**src/hdl/gpr_pkg.sv**
```systemverilog
package gpr_pkg;

  // fixed field widths
  localparam int unsigned CodeW   = 7;
  localparam int unsigned PosW    = 7;
  localparam int unsigned OrgW    = 16;
  localparam int unsigned DimW    = 13;
  localparam int unsigned MarginW = 10;
  localparam int unsigned BandW   = 2;

  // glyph geometry
  localparam int unsigned GlyphRows = 6;
  localparam int unsigned GlyphDots = 6;
  localparam int unsigned GlyphBits = GlyphRows * GlyphDots;
  localparam int unsigned SlotW     = $clog2(GlyphBits);
  localparam int unsigned RowCntW   = $clog2(GlyphRows);
  localparam int unsigned DotCntW   = $clog2(GlyphDots);

  // plot coordinates before margins, and page coordinates before clipping
  localparam int unsigned CoordW = 18;
  localparam int unsigned PageW  = 19;

  // configuration register indexes
  localparam logic [2:0] CfgPageHeight = 3'd0;
  localparam logic [2:0] CfgBandHeight = 3'd1;
  localparam logic [2:0] CfgPageWidth  = 3'd2;
  localparam logic [2:0] CfgTopMargin  = 3'd3;
  localparam logic [2:0] CfgLeftMargin = 3'd4;

  // band codes
  localparam logic [BandW-1:0] BandUpper  = 2'd0;
  localparam logic [BandW-1:0] BandMiddle = 2'd1;
  localparam logic [BandW-1:0] BandLower  = 2'd2;

  // glyph code used for control characters
  localparam logic [5:0] GlyphHash = 6'h23;

  typedef struct packed {
    logic [DimW-1:0]    page_height;
    logic [DimW-1:0]    band_height;
    logic [DimW-1:0]    page_width;
    logic [MarginW-1:0] top_margin;
    logic [MarginW-1:0] left_margin;
  } gpr_cfg_t;

  // one glyph slot in plot coordinates
  typedef struct packed {
    logic                     end_slot;
    logic                     hit;
    logic signed [CoordW-1:0] px;
    logic signed [CoordW-1:0] py;
  } gpr_coord_t;

  // one glyph slot in page coordinates after clipping
  typedef struct packed {
    logic             end_slot;
    logic             hit;
    logic [DimW-1:0]  row;
    logic [DimW-1:0]  col;
    logic [BandW-1:0] band;
  } gpr_pix_t;

  // 6x6 font, row 0 in the top two octal digits, left dot in the msb of each row
  localparam logic [GlyphBits-1:0] FontRom [64] = '{
    36'o364146514635, 36'o142241774141, 36'o764176414176, 36'o364140404136,
    36'o764141414176, 36'o774076404077, 36'o774076404040, 36'o364140474136,
    36'o414177414141, 36'o040404040404, 36'o010101014136, 36'o414274444241,
    36'o404040404077, 36'o416355414141, 36'o416151454341, 36'o364141414136,
    36'o764141764040, 36'o364141454235, 36'o764141764241, 36'o364036014136,
    36'o370404040404, 36'o414141414136, 36'o414141412214, 36'o414141556341,
    36'o412214142241, 36'o211204040404, 36'o770204102077, 36'o161010101016,
    36'o402010040201, 36'o340404040434, 36'o041200000000, 36'o000000000077,
    36'o000000000000, 36'o101010100010, 36'o222200000000, 36'o227722227722,
    36'o365436155536, 36'o016264132340, 36'o142214244235, 36'o101000000000,
    36'o041010101004, 36'o100404040410, 36'o002214142200, 36'o001010761010,
    36'o000060602040, 36'o000000760000, 36'o000000006060, 36'o010204102040,
    36'o142222222214, 36'o041404040437, 36'o162101162037, 36'o162101160136,
    36'o222222370202, 36'o372020360136, 36'o172036212116, 36'o370102041020,
    36'o162116212116, 36'o162121170116, 36'o003030003030, 36'o003030001020,
    36'o000000000000, 36'o000000000000, 36'o000000000000, 36'o000000000000
  };

endpackage

```
**src/hdl/glyph_pixel_rasterizer.sv**
```systemverilog
// channel  handshake                payload
// input    in_valid_i/in_ready_o    char_code_i char_position_i origin_x_i origin_y_i vertical_i
// result   out_valid_o/out_ready_i  pixel_valid_o pixel_row_o pixel_col_o band_o last_o
// config   cfg_valid_i/cfg_ready_o  cfg_index_i cfg_data_i
//
// the slot sequencer walks the 6x6 glyph of each character one bit a cycle while the pipeline advances
// registers from a transfer in to its first result: glyph, s1, s2, s3, held pixel, output
// a drawn pixel is held until the next one or the last slot shows up
// reset clears all valid bits and loads the register defaults; config is always ready
// when the result register is full and not taken, every stage holds in place
module glyph_pixel_rasterizer #(
  parameter int unsigned MAX_CHARS  = 120,
  parameter int unsigned CELL_WIDTH = 8
) (
  input  logic                              clk_i,
  input  logic                              rst_ni,
  input  logic                              in_valid_i,
  output logic                              in_ready_o,
  input  logic [gpr_pkg::CodeW-1:0]         char_code_i,
  input  logic [gpr_pkg::PosW-1:0]          char_position_i,
  input  logic signed [gpr_pkg::OrgW-1:0]   origin_x_i,
  input  logic signed [gpr_pkg::OrgW-1:0]   origin_y_i,
  input  logic                              vertical_i,
  output logic                              out_valid_o,
  input  logic                              out_ready_i,
  output logic                              pixel_valid_o,
  output logic [gpr_pkg::DimW-1:0]          pixel_row_o,
  output logic [gpr_pkg::DimW-1:0]          pixel_col_o,
  output logic [gpr_pkg::BandW-1:0]         band_o,
  output logic                              last_o,
  input  logic                              cfg_valid_i,
  output logic                              cfg_ready_o,
  input  logic [2:0]                        cfg_index_i,
  input  logic [gpr_pkg::DimW-1:0]          cfg_data_i
);

  gpr_pkg::gpr_cfg_t   cfg_q;
  logic                adv;
  logic                slot_valid;
  gpr_pkg::gpr_coord_t slot;
  logic                pix_valid;
  gpr_pkg::gpr_pix_t   pix;

  // configuration registers
  assign cfg_ready_o = 1'b1;

  always_ff @(posedge clk_i or negedge rst_ni) begin
    if (!rst_ni) begin
      cfg_q.page_height <= gpr_pkg::DimW'(2040);
      cfg_q.band_height <= gpr_pkg::DimW'(680);
      cfg_q.page_width  <= gpr_pkg::DimW'(792);
      cfg_q.top_margin  <= '0;
      cfg_q.left_margin <= '0;
    end else if (cfg_valid_i && cfg_ready_o) begin
      unique case (cfg_index_i)
        gpr_pkg::CfgPageHeight: cfg_q.page_height <= cfg_data_i;
        gpr_pkg::CfgBandHeight: cfg_q.band_height <= cfg_data_i;
        gpr_pkg::CfgPageWidth:  cfg_q.page_width  <= cfg_data_i;
        gpr_pkg::CfgTopMargin:  cfg_q.top_margin  <= cfg_data_i[gpr_pkg::MarginW-1:0];
        gpr_pkg::CfgLeftMargin: cfg_q.left_margin <= cfg_data_i[gpr_pkg::MarginW-1:0];
        default: ;
      endcase
    end
  end

  // glyph slots and plot coordinates
  gpr_slot_gen #(
    .MAX_CHARS  (MAX_CHARS),
    .CELL_WIDTH (CELL_WIDTH)
  ) u_slot_gen (
    .clk_i           (clk_i),
    .rst_ni          (rst_ni),
    .adv_i           (adv),
    .in_valid_i      (in_valid_i),
    .in_ready_o      (in_ready_o),
    .char_code_i     (char_code_i),
    .char_position_i (char_position_i),
    .origin_x_i      (origin_x_i),
    .origin_y_i      (origin_y_i),
    .vertical_i      (vertical_i),
    .slot_valid_o    (slot_valid),
    .slot_o          (slot)
  );

  // page mapping, clipping and band
  gpr_map u_map (
    .clk_i        (clk_i),
    .rst_ni       (rst_ni),
    .adv_i        (adv),
    .cfg_i        (cfg_q),
    .slot_valid_i (slot_valid),
    .slot_i       (slot),
    .pix_valid_o  (pix_valid),
    .pix_o        (pix)
  );

  // last-pixel detection and result register
  gpr_merge u_merge (
    .clk_i         (clk_i),
    .rst_ni        (rst_ni),
    .adv_o         (adv),
    .pix_valid_i   (pix_valid),
    .pix_i         (pix),
    .out_valid_o   (out_valid_o),
    .out_ready_i   (out_ready_i),
    .pixel_valid_o (pixel_valid_o),
    .pixel_row_o   (pixel_row_o),
    .pixel_col_o   (pixel_col_o),
    .band_o        (band_o),
    .last_o        (last_o)
  );

endmodule

```
**src/hdl/gpr_slot_gen.sv**
```systemverilog
module gpr_slot_gen #(
  parameter int unsigned MAX_CHARS  = 120,
  parameter int unsigned CELL_WIDTH = 8
) (
  input  logic                                clk_i,
  input  logic                                rst_ni,
  input  logic                                adv_i,
  input  logic                                in_valid_i,
  output logic                                in_ready_o,
  input  logic [gpr_pkg::CodeW-1:0]           char_code_i,
  input  logic [gpr_pkg::PosW-1:0]            char_position_i,
  input  logic signed [gpr_pkg::OrgW-1:0]     origin_x_i,
  input  logic signed [gpr_pkg::OrgW-1:0]     origin_y_i,
  input  logic                                vertical_i,
  output logic                                slot_valid_o,
  output gpr_pkg::gpr_coord_t                 slot_o
);

  localparam int unsigned OfsW = gpr_pkg::PosW + $clog2(CELL_WIDTH);

  logic                                  gen_v_q;
  logic [gpr_pkg::GlyphBits-1:0]         glyph_q;
  logic [OfsW-1:0]                       base_q;
  logic signed [gpr_pkg::OrgW-1:0]       ox_q;
  logic signed [gpr_pkg::OrgW-1:0]       oy_q;
  logic                                  vert_q;
  logic [gpr_pkg::SlotW-1:0]             cnt_q;
  logic [gpr_pkg::RowCntW-1:0]           row_q;
  logic [gpr_pkg::DotCntW-1:0]           dot_q;

  logic                                  s1_v_q;
  gpr_pkg::gpr_coord_t                   s1_q;
  gpr_pkg::gpr_coord_t                   s1_d;

  logic                                  final_slot;
  logic                                  accept;
  logic [5:0]                            glyph_idx;
  logic [gpr_pkg::CodeW-1:0]             code_up;
  logic [OfsW-1:0]                       ofs;
  logic signed [gpr_pkg::CoordW-1:0]     ox_ext;
  logic signed [gpr_pkg::CoordW-1:0]     oy_ext;
  logic signed [gpr_pkg::CoordW-1:0]     ofs_ext;
  logic signed [gpr_pkg::CoordW-1:0]     row_ext;

  // the next character is taken as the current one leaves its last slot
  assign final_slot = (cnt_q == gpr_pkg::SlotW'(gpr_pkg::GlyphBits - 1));
  assign in_ready_o = adv_i && (!gen_v_q || final_slot);
  assign accept     = in_valid_i && in_ready_o;

  // fold lower case onto upper case and control codes onto the hash glyph
  always_comb begin
    code_up = (char_code_i >= 7'h60) ? (char_code_i - 7'h20) : char_code_i;
    if (char_code_i < 7'h20) begin
      glyph_idx = gpr_pkg::GlyphHash;
    end else begin
      glyph_idx = code_up[5:0];
    end
  end

  // slot sequencer: one glyph bit per cycle while adv_i is high, row-major
  always_ff @(posedge clk_i or negedge rst_ni) begin
    if (!rst_ni) begin
      gen_v_q <= 1'b0;
    end else if (adv_i) begin
      if (accept) begin
        gen_v_q <= 1'b1;
      end else if (final_slot) begin
        gen_v_q <= 1'b0;
      end
    end
  end

  always_ff @(posedge clk_i) begin
    if (adv_i) begin
      if (accept) begin
        glyph_q <= (char_position_i < gpr_pkg::PosW'(MAX_CHARS)) ?
                   gpr_pkg::FontRom[glyph_idx] : '0;
        base_q  <= OfsW'(char_position_i) * OfsW'(CELL_WIDTH);
        ox_q    <= origin_x_i;
        oy_q    <= origin_y_i;
        vert_q  <= vertical_i;
        cnt_q   <= '0;
        row_q   <= '0;
        dot_q   <= '0;
      end else if (gen_v_q) begin
        glyph_q <= {glyph_q[gpr_pkg::GlyphBits-2:0], 1'b0};
        cnt_q   <= cnt_q + 1'b1;
        if (dot_q == gpr_pkg::DotCntW'(gpr_pkg::GlyphDots - 1)) begin
          dot_q <= '0;
          row_q <= row_q + 1'b1;
        end else begin
          dot_q <= dot_q + 1'b1;
        end
      end
    end
  end

  // plot coordinates of the current slot
  always_comb begin
    ofs     = base_q + OfsW'(dot_q);
    ox_ext  = gpr_pkg::CoordW'(ox_q);
    oy_ext  = gpr_pkg::CoordW'(oy_q);
    ofs_ext = $signed(gpr_pkg::CoordW'(ofs));
    row_ext = $signed(gpr_pkg::CoordW'(row_q));
    s1_d.end_slot = final_slot;
    s1_d.hit      = glyph_q[gpr_pkg::GlyphBits-1];
    if (vert_q) begin
      s1_d.px = ox_ext + row_ext;
      s1_d.py = oy_ext + ofs_ext;
    end else begin
      s1_d.px = ox_ext + ofs_ext;
      s1_d.py = oy_ext - row_ext;
    end
  end

  always_ff @(posedge clk_i or negedge rst_ni) begin
    if (!rst_ni) begin
      s1_v_q <= 1'b0;
    end else if (adv_i) begin
      s1_v_q <= gen_v_q;
    end
  end

  always_ff @(posedge clk_i) begin
    if (adv_i) begin
      s1_q <= s1_d;
    end
  end

  assign slot_valid_o = s1_v_q;
  assign slot_o       = s1_q;

endmodule

```
**src/hdl/gpr_map.sv**
```systemverilog
module gpr_map (
  input  logic                 clk_i,
  input  logic                 rst_ni,
  input  logic                 adv_i,
  input  gpr_pkg::gpr_cfg_t    cfg_i,
  input  logic                 slot_valid_i,
  input  gpr_pkg::gpr_coord_t  slot_i,
  output logic                 pix_valid_o,
  output gpr_pkg::gpr_pix_t    pix_o
);

  logic                             s2_v_q;
  logic                             s2_end_q;
  logic                             s2_hit_q;
  logic signed [gpr_pkg::PageW-1:0] s2_row_q;
  logic signed [gpr_pkg::PageW-1:0] s2_col_q;

  logic                             s3_v_q;
  gpr_pkg::gpr_pix_t                s3_q;
  gpr_pkg::gpr_pix_t                s3_d;

  logic signed [gpr_pkg::PageW-1:0] ph_ext;
  logic signed [gpr_pkg::PageW-1:0] pw_ext;
  logic signed [gpr_pkg::PageW-1:0] bh_ext;
  logic signed [gpr_pkg::PageW-1:0] bh2_ext;
  logic signed [gpr_pkg::PageW-1:0] tm_ext;
  logic signed [gpr_pkg::PageW-1:0] lm_ext;
  logic                             inside_page;

  assign ph_ext  = $signed(gpr_pkg::PageW'(cfg_i.page_height));
  assign pw_ext  = $signed(gpr_pkg::PageW'(cfg_i.page_width));
  assign bh_ext  = $signed(gpr_pkg::PageW'(cfg_i.band_height));
  assign bh2_ext = $signed({bh_ext[gpr_pkg::PageW-2:0], 1'b0});
  assign tm_ext  = $signed(gpr_pkg::PageW'(cfg_i.top_margin));
  assign lm_ext  = $signed(gpr_pkg::PageW'(cfg_i.left_margin));

  // flip and margins
  always_ff @(posedge clk_i or negedge rst_ni) begin
    if (!rst_ni) begin
      s2_v_q <= 1'b0;
    end else if (adv_i) begin
      s2_v_q <= slot_valid_i;
    end
  end

  always_ff @(posedge clk_i) begin
    if (adv_i) begin
      s2_end_q <= slot_i.end_slot;
      s2_hit_q <= slot_i.hit;
      s2_row_q <= ph_ext - gpr_pkg::PageW'(slot_i.py) + tm_ext;
      s2_col_q <= gpr_pkg::PageW'(slot_i.px) + lm_ext;
    end
  end

  // clipping and band selection
  always_comb begin
    inside_page   = (s2_row_q >= 0) && (s2_row_q <= ph_ext) &&
                    (s2_col_q >= 0) && (s2_col_q <= pw_ext);
    s3_d.end_slot = s2_end_q;
    s3_d.hit      = s2_hit_q && inside_page;
    s3_d.row      = s2_row_q[gpr_pkg::DimW-1:0];
    s3_d.col      = s2_col_q[gpr_pkg::DimW-1:0];
    if (s2_row_q < bh_ext) begin
      s3_d.band = gpr_pkg::BandUpper;
    end else if (s2_row_q < bh2_ext) begin
      s3_d.band = gpr_pkg::BandMiddle;
    end else begin
      s3_d.band = gpr_pkg::BandLower;
    end
  end

  always_ff @(posedge clk_i or negedge rst_ni) begin
    if (!rst_ni) begin
      s3_v_q <= 1'b0;
    end else if (adv_i) begin
      s3_v_q <= s2_v_q;
    end
  end

  always_ff @(posedge clk_i) begin
    if (adv_i) begin
      s3_q <= s3_d;
    end
  end

  assign pix_valid_o = s3_v_q;
  assign pix_o       = s3_q;

endmodule

```
**src/hdl/gpr_merge.sv**
```systemverilog
module gpr_merge (
  input  logic                          clk_i,
  input  logic                          rst_ni,
  output logic                          adv_o,
  input  logic                          pix_valid_i,
  input  gpr_pkg::gpr_pix_t             pix_i,
  output logic                          out_valid_o,
  input  logic                          out_ready_i,
  output logic                          pixel_valid_o,
  output logic [gpr_pkg::DimW-1:0]      pixel_row_o,
  output logic [gpr_pkg::DimW-1:0]      pixel_col_o,
  output logic [gpr_pkg::BandW-1:0]     band_o,
  output logic                          last_o
);

  // held pixel, waiting to learn whether it is the last of its character
  logic                         pend_v_q,    pend_v_d;
  logic                         pend_last_q, pend_last_d;
  logic [gpr_pkg::DimW-1:0]     pend_row_q,  pend_row_d;
  logic [gpr_pkg::DimW-1:0]     pend_col_q,  pend_col_d;
  logic [gpr_pkg::BandW-1:0]    pend_band_q, pend_band_d;
  logic                         seen_q,      seen_d;

  // output register
  logic                         out_v_q;
  logic                         emit;
  logic                         emit_pix;
  logic [gpr_pkg::DimW-1:0]     emit_row;
  logic [gpr_pkg::DimW-1:0]     emit_col;
  logic [gpr_pkg::BandW-1:0]    emit_band;
  logic                         emit_last;
  logic                         out_pix_q;
  logic [gpr_pkg::DimW-1:0]     out_row_q;
  logic [gpr_pkg::DimW-1:0]     out_col_q;
  logic [gpr_pkg::BandW-1:0]    out_band_q;
  logic                         out_last_q;

  // the whole pipeline moves whenever the output register can be loaded
  assign adv_o = !out_v_q || out_ready_i;

  always_comb begin
    pend_v_d    = pend_v_q;
    pend_last_d = pend_last_q;
    pend_row_d  = pend_row_q;
    pend_col_d  = pend_col_q;
    pend_band_d = pend_band_q;
    seen_d      = seen_q;
    emit        = 1'b0;
    emit_pix    = 1'b1;
    emit_row    = pend_row_q;
    emit_col    = pend_col_q;
    emit_band   = pend_band_q;
    emit_last   = 1'b0;

    // a pixel already known to close its character goes out first
    if (pend_v_q && pend_last_q) begin
      emit      = 1'b1;
      emit_last = 1'b1;
      pend_v_d  = 1'b0;
    end

    if (pix_valid_i) begin
      if (pix_i.hit) begin
        if (pend_v_q && !pend_last_q) begin
          emit = 1'b1;
        end
        pend_v_d    = 1'b1;
        pend_last_d = pix_i.end_slot;
        pend_row_d  = pix_i.row;
        pend_col_d  = pix_i.col;
        pend_band_d = pix_i.band;
      end else if (pix_i.end_slot) begin
        if (pend_v_q && !pend_last_q) begin
          emit      = 1'b1;
          emit_last = 1'b1;
          pend_v_d  = 1'b0;
        end else if (!seen_q) begin
          // nothing drawn for this character
          emit      = 1'b1;
          emit_pix  = 1'b0;
          emit_row  = '0;
          emit_col  = '0;
          emit_band = gpr_pkg::BandUpper;
          emit_last = 1'b1;
        end
      end
      seen_d = pix_i.end_slot ? 1'b0 : (seen_q || pix_i.hit);
    end
  end

  always_ff @(posedge clk_i or negedge rst_ni) begin
    if (!rst_ni) begin
      pend_v_q <= 1'b0;
      seen_q   <= 1'b0;
      out_v_q  <= 1'b0;
    end else if (adv_o) begin
      pend_v_q <= pend_v_d;
      seen_q   <= seen_d;
      out_v_q  <= emit;
    end
  end

  always_ff @(posedge clk_i) begin
    if (adv_o) begin
      pend_last_q <= pend_last_d;
      pend_row_q  <= pend_row_d;
      pend_col_q  <= pend_col_d;
      pend_band_q <= pend_band_d;
      if (emit) begin
        out_pix_q  <= emit_pix;
        out_row_q  <= emit_row;
        out_col_q  <= emit_col;
        out_band_q <= emit_band;
        out_last_q <= emit_last;
      end
    end
  end

  assign out_valid_o   = out_v_q;
  assign pixel_valid_o = out_pix_q;
  assign pixel_row_o   = out_row_q;
  assign pixel_col_o   = out_col_q;
  assign band_o        = out_band_q;
  assign last_o        = out_last_q;

endmodule

```
**config.mk**
```make
export PLATFORM = sky130hd
export DESIGN_NAME = glyph_pixel_rasterizer
export DESIGN_NICKNAME = d
export VERILOG_FILES = /design/src/hdl/gpr_pkg.sv /design/src/hdl/glyph_pixel_rasterizer.sv /design/src/hdl/gpr_slot_gen.sv /design/src/hdl/gpr_map.sv /design/src/hdl/gpr_merge.sv
export SDC_FILE = /design/constraint.sdc
export NUM_CORES = 1
export LEC_CHECK = 0
export ABC_AREA = 1
export ABC_CLOCK_PERIOD_IN_PS = 5600
export BUFFER_PORTS_ARGS = -buffer_cell sky130_fd_sc_hd__buf_2
export CAP_MARGIN = 0
export CORE_UTILIZATION = 60
export CTS_BUF_LIST = sky130_fd_sc_hd__clkbuf_2
export CTS_CLUSTER_DIAMETER = 200
export DETAILED_ROUTE_END_ITERATION = 8
export PLACE_DENSITY = 0.91
export SYNTH_ARGS = -nofsm -noshare
export SYNTH_HDL_FRONTEND = slang
export SYNTH_SLANG_ARGS = --single-unit
```
**constraint.sdc**
```tcl
create_clock -name clk_i -period 5.6 [get_ports clk_i]
set_input_delay 1.12 -clock clk_i [delete_from_list [all_inputs] [get_ports clk_i]]
set_output_delay 1.12 -clock clk_i [all_outputs]
set_load 0.005 [all_outputs]
```
### Word level (Yosys, flattened, before mapping)

Memory sizes are Yosys's and may differ from the RTL's.
Index checks and enable logic that the tools add are counted.

| word-level totals | value |
|---|---|
| word-level logic and storage cells | 152 |
| memory bits (read-only) | 2304 |
| output and inout bits | 33 |
| bits of input ports | 68 |
| register bits | 321 |
| memories | 1 |

Memories:

| memory | words | width | rd ports | clocked after Yosys merged registers in | wr ports | line | source |
|---|---|---|---|---|---|---|---|
| (name not given) | 64 | 36 | 1 | 0 | 0 | gpr_slot_gen.sv:77 | `gpr_pkg::FontRom[glyph_idx] : '0;` |

| operators by class | value |
|---|---|
| add/sub/neg operators | 12 |
| reduce and logical (&&, ||, !) cells | 31 |
| bitwise logic cells | 3 |
| eq/ne operators | 6 |
| mux-type cells | 47 |
| magnitude comparators | 10 |

Operators by type and width:

| cell | number |
|---|---|
| $mux W36 | 6 |
| $mux W13 | 10 |
| $ge A19 B1 Y1 const B | 2 |
| $le A19 B14 Y1 | 2 |
| $add A16 B11 Y17 | 2 |
| $reduce_and A2 Y1 | 10 |
| $add A18 B11 Y19 | 1 |
| $add A19 B11 Y19 | 1 |
| $lt A19 B14 Y1 | 1 |
| $lt A19 B15 Y1 | 1 |
| $sub A14 B18 Y19 | 1 |
| $mux W1 | 18 |
| $mux W6 | 3 |
| $add A16 B4 Y17 | 1 |
| $sub A16 B4 Y17 | 1 |
| $ge A7 B7 Y1 const B | 2 |
| $mux W2 | 6 |
| $mux W3 | 4 |
| $add A10 B3 Y10 | 1 |
| $logic_and A1 B1 Y1 | 8 |
| $lt A7 B6 Y1 const B | 1 |
| $lt A7 B7 Y1 const B | 1 |
| $not A6 Y7 | 1 |
| $add A3 B1 Y3 const B | 2 |
| other kinds (13) | 23 |

### Depth between registers and ports, before layout

| depth | value |
|---|---|
| depth after elaboration | 9 |
| gate-level depth with buffers | 15 |
| depth with buffers taken out | 15 |

### Cells and area by module

Synthesis repeated with hierarchy kept, for this count alone.

| unflattened totals | value |
|---|---|
| cell total of the unflattened synthesis | 2087 |
| area, all modules | 18486.5 um^2 |

By module, submodules not included:

| module | area each (um^2) | seq. area each (um^2) | times used | cells each |
|---|---|---|---|---|
| gpr_slot_gen | 8291.7 | 3773.6 | 1 | 1025 |
| gpr_map | 5575.3 | 2152.1 | 1 | 639 |
| glyph_pixel_rasterizer | 2396.0 | 1496.4 | 1 | 269 |
| gpr_merge | 2223.4 | 1846.8 | 1 | 154 |

### Least setup slack after synthesis

Ideal clock, no wire load.

| path | value |
|---|---|
| kind | input-to-reg |
| from | input port out_ready_i |
| to | register u_slot_gen.cnt_q[0] (netlist bit) (enable) |
| setup slack | 0.027 ns |
| arrival | 5.125 ns |
| path buffers | 0 |
| stages on the path | 9 |
| path through | inv_1 nand2_4 inv_2 or2_1 nand2_2 nand2_2 inv_2 nor2_1 nor2_1 |

| on the way | value |
|---|---|
| cells in the longest elaborated chain, start to end | 5 |

Ends and longest elaborated chain:

| item | line | source |
|---|---|---|
| from (decl) | glyph_pixel_rasterizer.sv:25 | `input logic out_ready_i,` |
| $logic_or A1 B1 Y1 | gpr_merge.sv:39 | `assign adv_o = !out_v_q \|\| out_ready_i;` |
| net adv | glyph_pixel_rasterizer.sv:38 | `logic adv;` |
| $logic_and A1 B1 Y1 | gpr_slot_gen.sv:47 | `assign in_ready_o = adv_i && (!gen_v_q \|\| final_slot);` |
| net in_ready_o | glyph_pixel_rasterizer.sv:18 | `output logic in_ready_o,` |
| $logic_and A1 B1 Y1 | gpr_slot_gen.sv:48 | `assign accept = in_valid_i && in_ready_o;` |
| $reduce_bool A2 Y1 (no line) | -- |  |
| $reduce_and A2 Y1 (no line) | -- |  |
| to (signal assigned) | gpr_slot_gen.sv:87 | `cnt_q <= cnt_q + 1'b1;` |
| to (decl) | gpr_slot_gen.sv:27 | `logic [gpr_pkg::SlotW-1:0] cnt_q;` |

The timed path passes the listed nets, and every way through them passes these cells.
A chain may end at the register's enable or synchronous reset.

### Worst setup path in the final report

| path | value |
|---|---|
| from | register u_merge.out_v_q, in the netlist u_merge.out_valid_o |
| to | output port in_ready_o |

| on the way | value |
|---|---|
| cells in the longest elaborated chain, start to end | 3 |

Ends and longest elaborated chain:

| item | line | source |
|---|---|---|
| from (decl) | gpr_merge.sv:25 | `logic out_v_q;` |
| from (signal assigned) | gpr_merge.sv:99 | `out_v_q <= emit;` |
| $logic_not A1 Y1 | gpr_merge.sv:39 |  |
| $logic_or A1 B1 Y1 | gpr_merge.sv:39 |  |
| net adv | glyph_pixel_rasterizer.sv:38 |  |
| $logic_and A1 B1 Y1 | gpr_slot_gen.sv:47 |  |
| to (decl) | glyph_pixel_rasterizer.sv:18 |  |

The timed path passes the listed nets, and every way through them passes these cells.

==> flow_metrics.tcl <==
set metrics [dict create \
    clock_power_share 0.168 \
    total_power_mw 9.711 \
    slew-limit-headroom 0.2711 \
    cts_root_buffer "clkbuf_2" \
    overflow 0 \
    cap_violations 0 \
    hold_ws_ns 0.3812 \
    finalHoldViolations 0 \
    reg2reg_from "u_slot_gen.vert_q" \
    initial_core_util 0.6112 \
    async_flop_share 0.2069 \
    clock_latency_ns 0.90 \
    dpl_cell_area_um2 18980 \
    path_clk_slew_ns 0.11 \
    fin_nets 2384 \
    rows 63 \
    grt_max_degree 86 \
    leakage_nw 9.567 \
    post-route-util 0.6650 \
    finClkSkew_ns 0.08415 \
    netlist_area_um2 18160 \
    fin_crit_ns 3.594 \
    syn_inst 2036 \
    min_from "origin_y_i[9]" \
    ys_warn_count 0 \
    multiInputGateArea_um2 7627 \
    grt_use_total 0.3249 \
    synth_edf_count 253 \
    setup_tns_ns 0 \
    arrival_ns 2.47 \
    crit_start "u_merge.out_valid_o" \
    crit_path_max_incr_delay_ns 0.43 \
    hold_class "input port to flip-flop" \
    remaining_drc_errors 0 \
    p_sw_frac 0.4016 \
    powerDensity_nw_per_um2 491.4 \
    grt_pass1_wl_um 77010 \
    start_kind "flip-flop" \
    clock_path_buffers 3 \
    drtIter0Drc 1546 \
    fin_crit_sh 0.6417 \
    antenna_found_initial 2 \
    via_per_inst 5.756 \
    required_ns 4.48 \
    worstSetupPathType "flip-flop to primary output" \
    ir_worst_vdd_uv 193.7 \
    synth_fp_nets 2240 \
    fmax_mhz 278.3 \
    pwr-share-comb 0.389 \
    path_cells "nand2_4, inv_2, or2_1, nand2_2, buf_2" \
    regArea_um2 9269 \
    netlist_top_cells_area "edfxtp_1 (42%), nand2_1 (11%), ha_1 (8.5%)" \
    cts_tree "built" \
    instances_no_fill 2639 \
    grt_pass1_vias 14934 \
    seqPwrFrac 0.443 \
    dp_cells 2487 \
    ioPinCount 101 \
    p_switching_mw 3.900 \
    nFillCells 2321 \
    setup_viol 0 \
    status "complete, no violations" \
    yosys_register_bits 319 \
    fin_area_um2 19760 \
    syn2layout_area_growth_pct 8.803 \
    drt_wl_total_um 49320 \
    core-area_um2 29720 \
    power.internal_mw 5.812 \
    cp-end-kind "primary output" \
    ys_seq_area_frac 0.5103 \
    postRouteAntennaNets 0 \
    port_buffers 99 \
    cts_buffers 81 \
    synth_top_area_frac 0.4183 \
    syn_area_per_cell_um2 8.921 \
    die-width_um 176.0 \
    post-cts-setup-buffer-count 0 \
    numClockSinks 319 \
    critPathSlowestCell "dfrtp_1" \
    yosys.area.top_type "edfxtp_1" \
    vias 15191 \
    drt-wirelength-per-cell_um 18.69 \
    gp_congestion 1.015 \
    fp.dieArea_um2 30970 \
    slew_viol_final 0 \
    drt_pass1_iterations 9 \
    post-place-ws_ns 1.812 \
    h-tree-depth 3 \
    hpwl_um 36570 \
    setup_ws_ns 2.006 \
    tightest_slew_ns 1.093 \
    holdBufCountCts 0 \
    drive_above_1_share 0.1304 \
    path_max_fanout 31 \
    yosysUniqueCellTypes 48 \
    cts_resized 0 \
    rsz0062_at_grt "no" \
    synth_ff_type "edfxtp_1" \
    die_h_um 176.0 \
]
cell usage after synthesis, drive strengths merged, types with 2 or more instances:
cell / instances
a31oi: 4
o211ai: 6
a21oi: 80
or2: 2
edfxtp: 253
xor2: 40
dfstp: 16
ha: 123
clkbuf: 14
o21ai: 129
nor3: 12
o21bai: 3
nand3: 183
a21o: 10
o21a: 7
nand2: 563
o22ai: 2
inv: 271
and2: 2
nor2: 175
nand4: 13
buf: 34
dfrtp: 50
o31ai: 2
xnor2: 10
fa: 13
nand3b: 8
nor3b: 4
cell families after synthesis:
logic type / share of synthesized area
and+or+nand+nor: 0.2234
buffers and inverters: 0.07081
DFF: 0.5103
AOI/OAI and AO/OA: 0.07212
adders and majority gates: 0.09906
xor gates and xnor gates: 0.02411
other: 0.0002065
power groups by stage:
stage | registers [mW] | clock network, mW | logic (mW)
floorplan | 4.17 | 0 | 2.67
global placement | 4.28 | 0 | 3.52
detailed placement | 4.34 | 0 | 3.70
CTS | 4.29 | 1.67 | 3.74
global route | 4.37 | 1.78 | 4.25
finish | 4.30 | 1.64 | 3.78
routing by layer:
layer	vias to the layer above	wire (µm)	GRT usage
met3	170	3768	0.05448
met4	0	2273	0.1511
met5	-	0	0
met1	7125	19370	0.4021
met2	811	23910	0.5568
li1	7085	-	-
flip-flops by register name, summed over array words and instances, names as in the netlist, 6 cells and up:
| signal | cells |
|---|---|
| cfg_q | 59 |
| u_slot_gen.glyph_q | 36 |
| u_merge.pend_row_q | 13 |
| u_slot_gen.base_q | 7 |
| u_merge.pend_col_q | 13 |
| u_map.s2_row_q | 19 |
| u_map.pix_o | 30 |
| u_merge.pixel_row_o | 13 |
| u_merge.pixel_col_o | 13 |
| u_slot_gen.cnt_q | 6 |
| u_map.s2_col_q | 19 |
| u_slot_gen.ox_q | 16 |
| u_slot_gen.slot_o | 36 |
| u_slot_gen.oy_q | 16 |
critical path, delay by kind of cell (launching register included):
kind	cells	cell delay, ns
simple gates	3	0.82
buf+inv	2	0.35
flops	1	0.43
layout by cell type, fill, tap and decap left out, drive strengths merged, types with 40 or more instances in the layout:
cell type	n
nand2	563
inv	273
edfxtp	253
nand3	183
nor2	175
o21ai	129
clkbuf	127
ha	123
buf	109
a21oi	80
dfrtp	50
xor2	40
area by class of cell:
class / count / area share
clock inverters: 23 / 0.007281
inverters: 272 / 0.05179
well taps: 390 / 0.02469
diodes: 2 / 0.0002532
clock buffers: 127 / 0.03216
multi-input cells: 1397 / 0.3859
flip-flops and latches: 319 / 0.4690
repair buffers: 109 / 0.02887
worst paths after layout:
| kind | to | slack [ns] | cells after the start |
|---|---|---|---|
| worst max-delay path | in_ready_o | 2.01 | 5 |
| worst min-delay path | u_slot_gen.oy_q[9] | 0.38 | 1 |
| worst max register to register | u_slot_gen.slot_o[34] | 2.40 | 13 |
| worst min register to register | u_map.s2_end_q | 0.41 | 0 |
| max in group asynchronous | cfg_q[15] | 4.49 | 2 |
| min in group asynchronous | cfg_q[43] | 0.42 | 2 |
(Power assumes the default switching activity.)
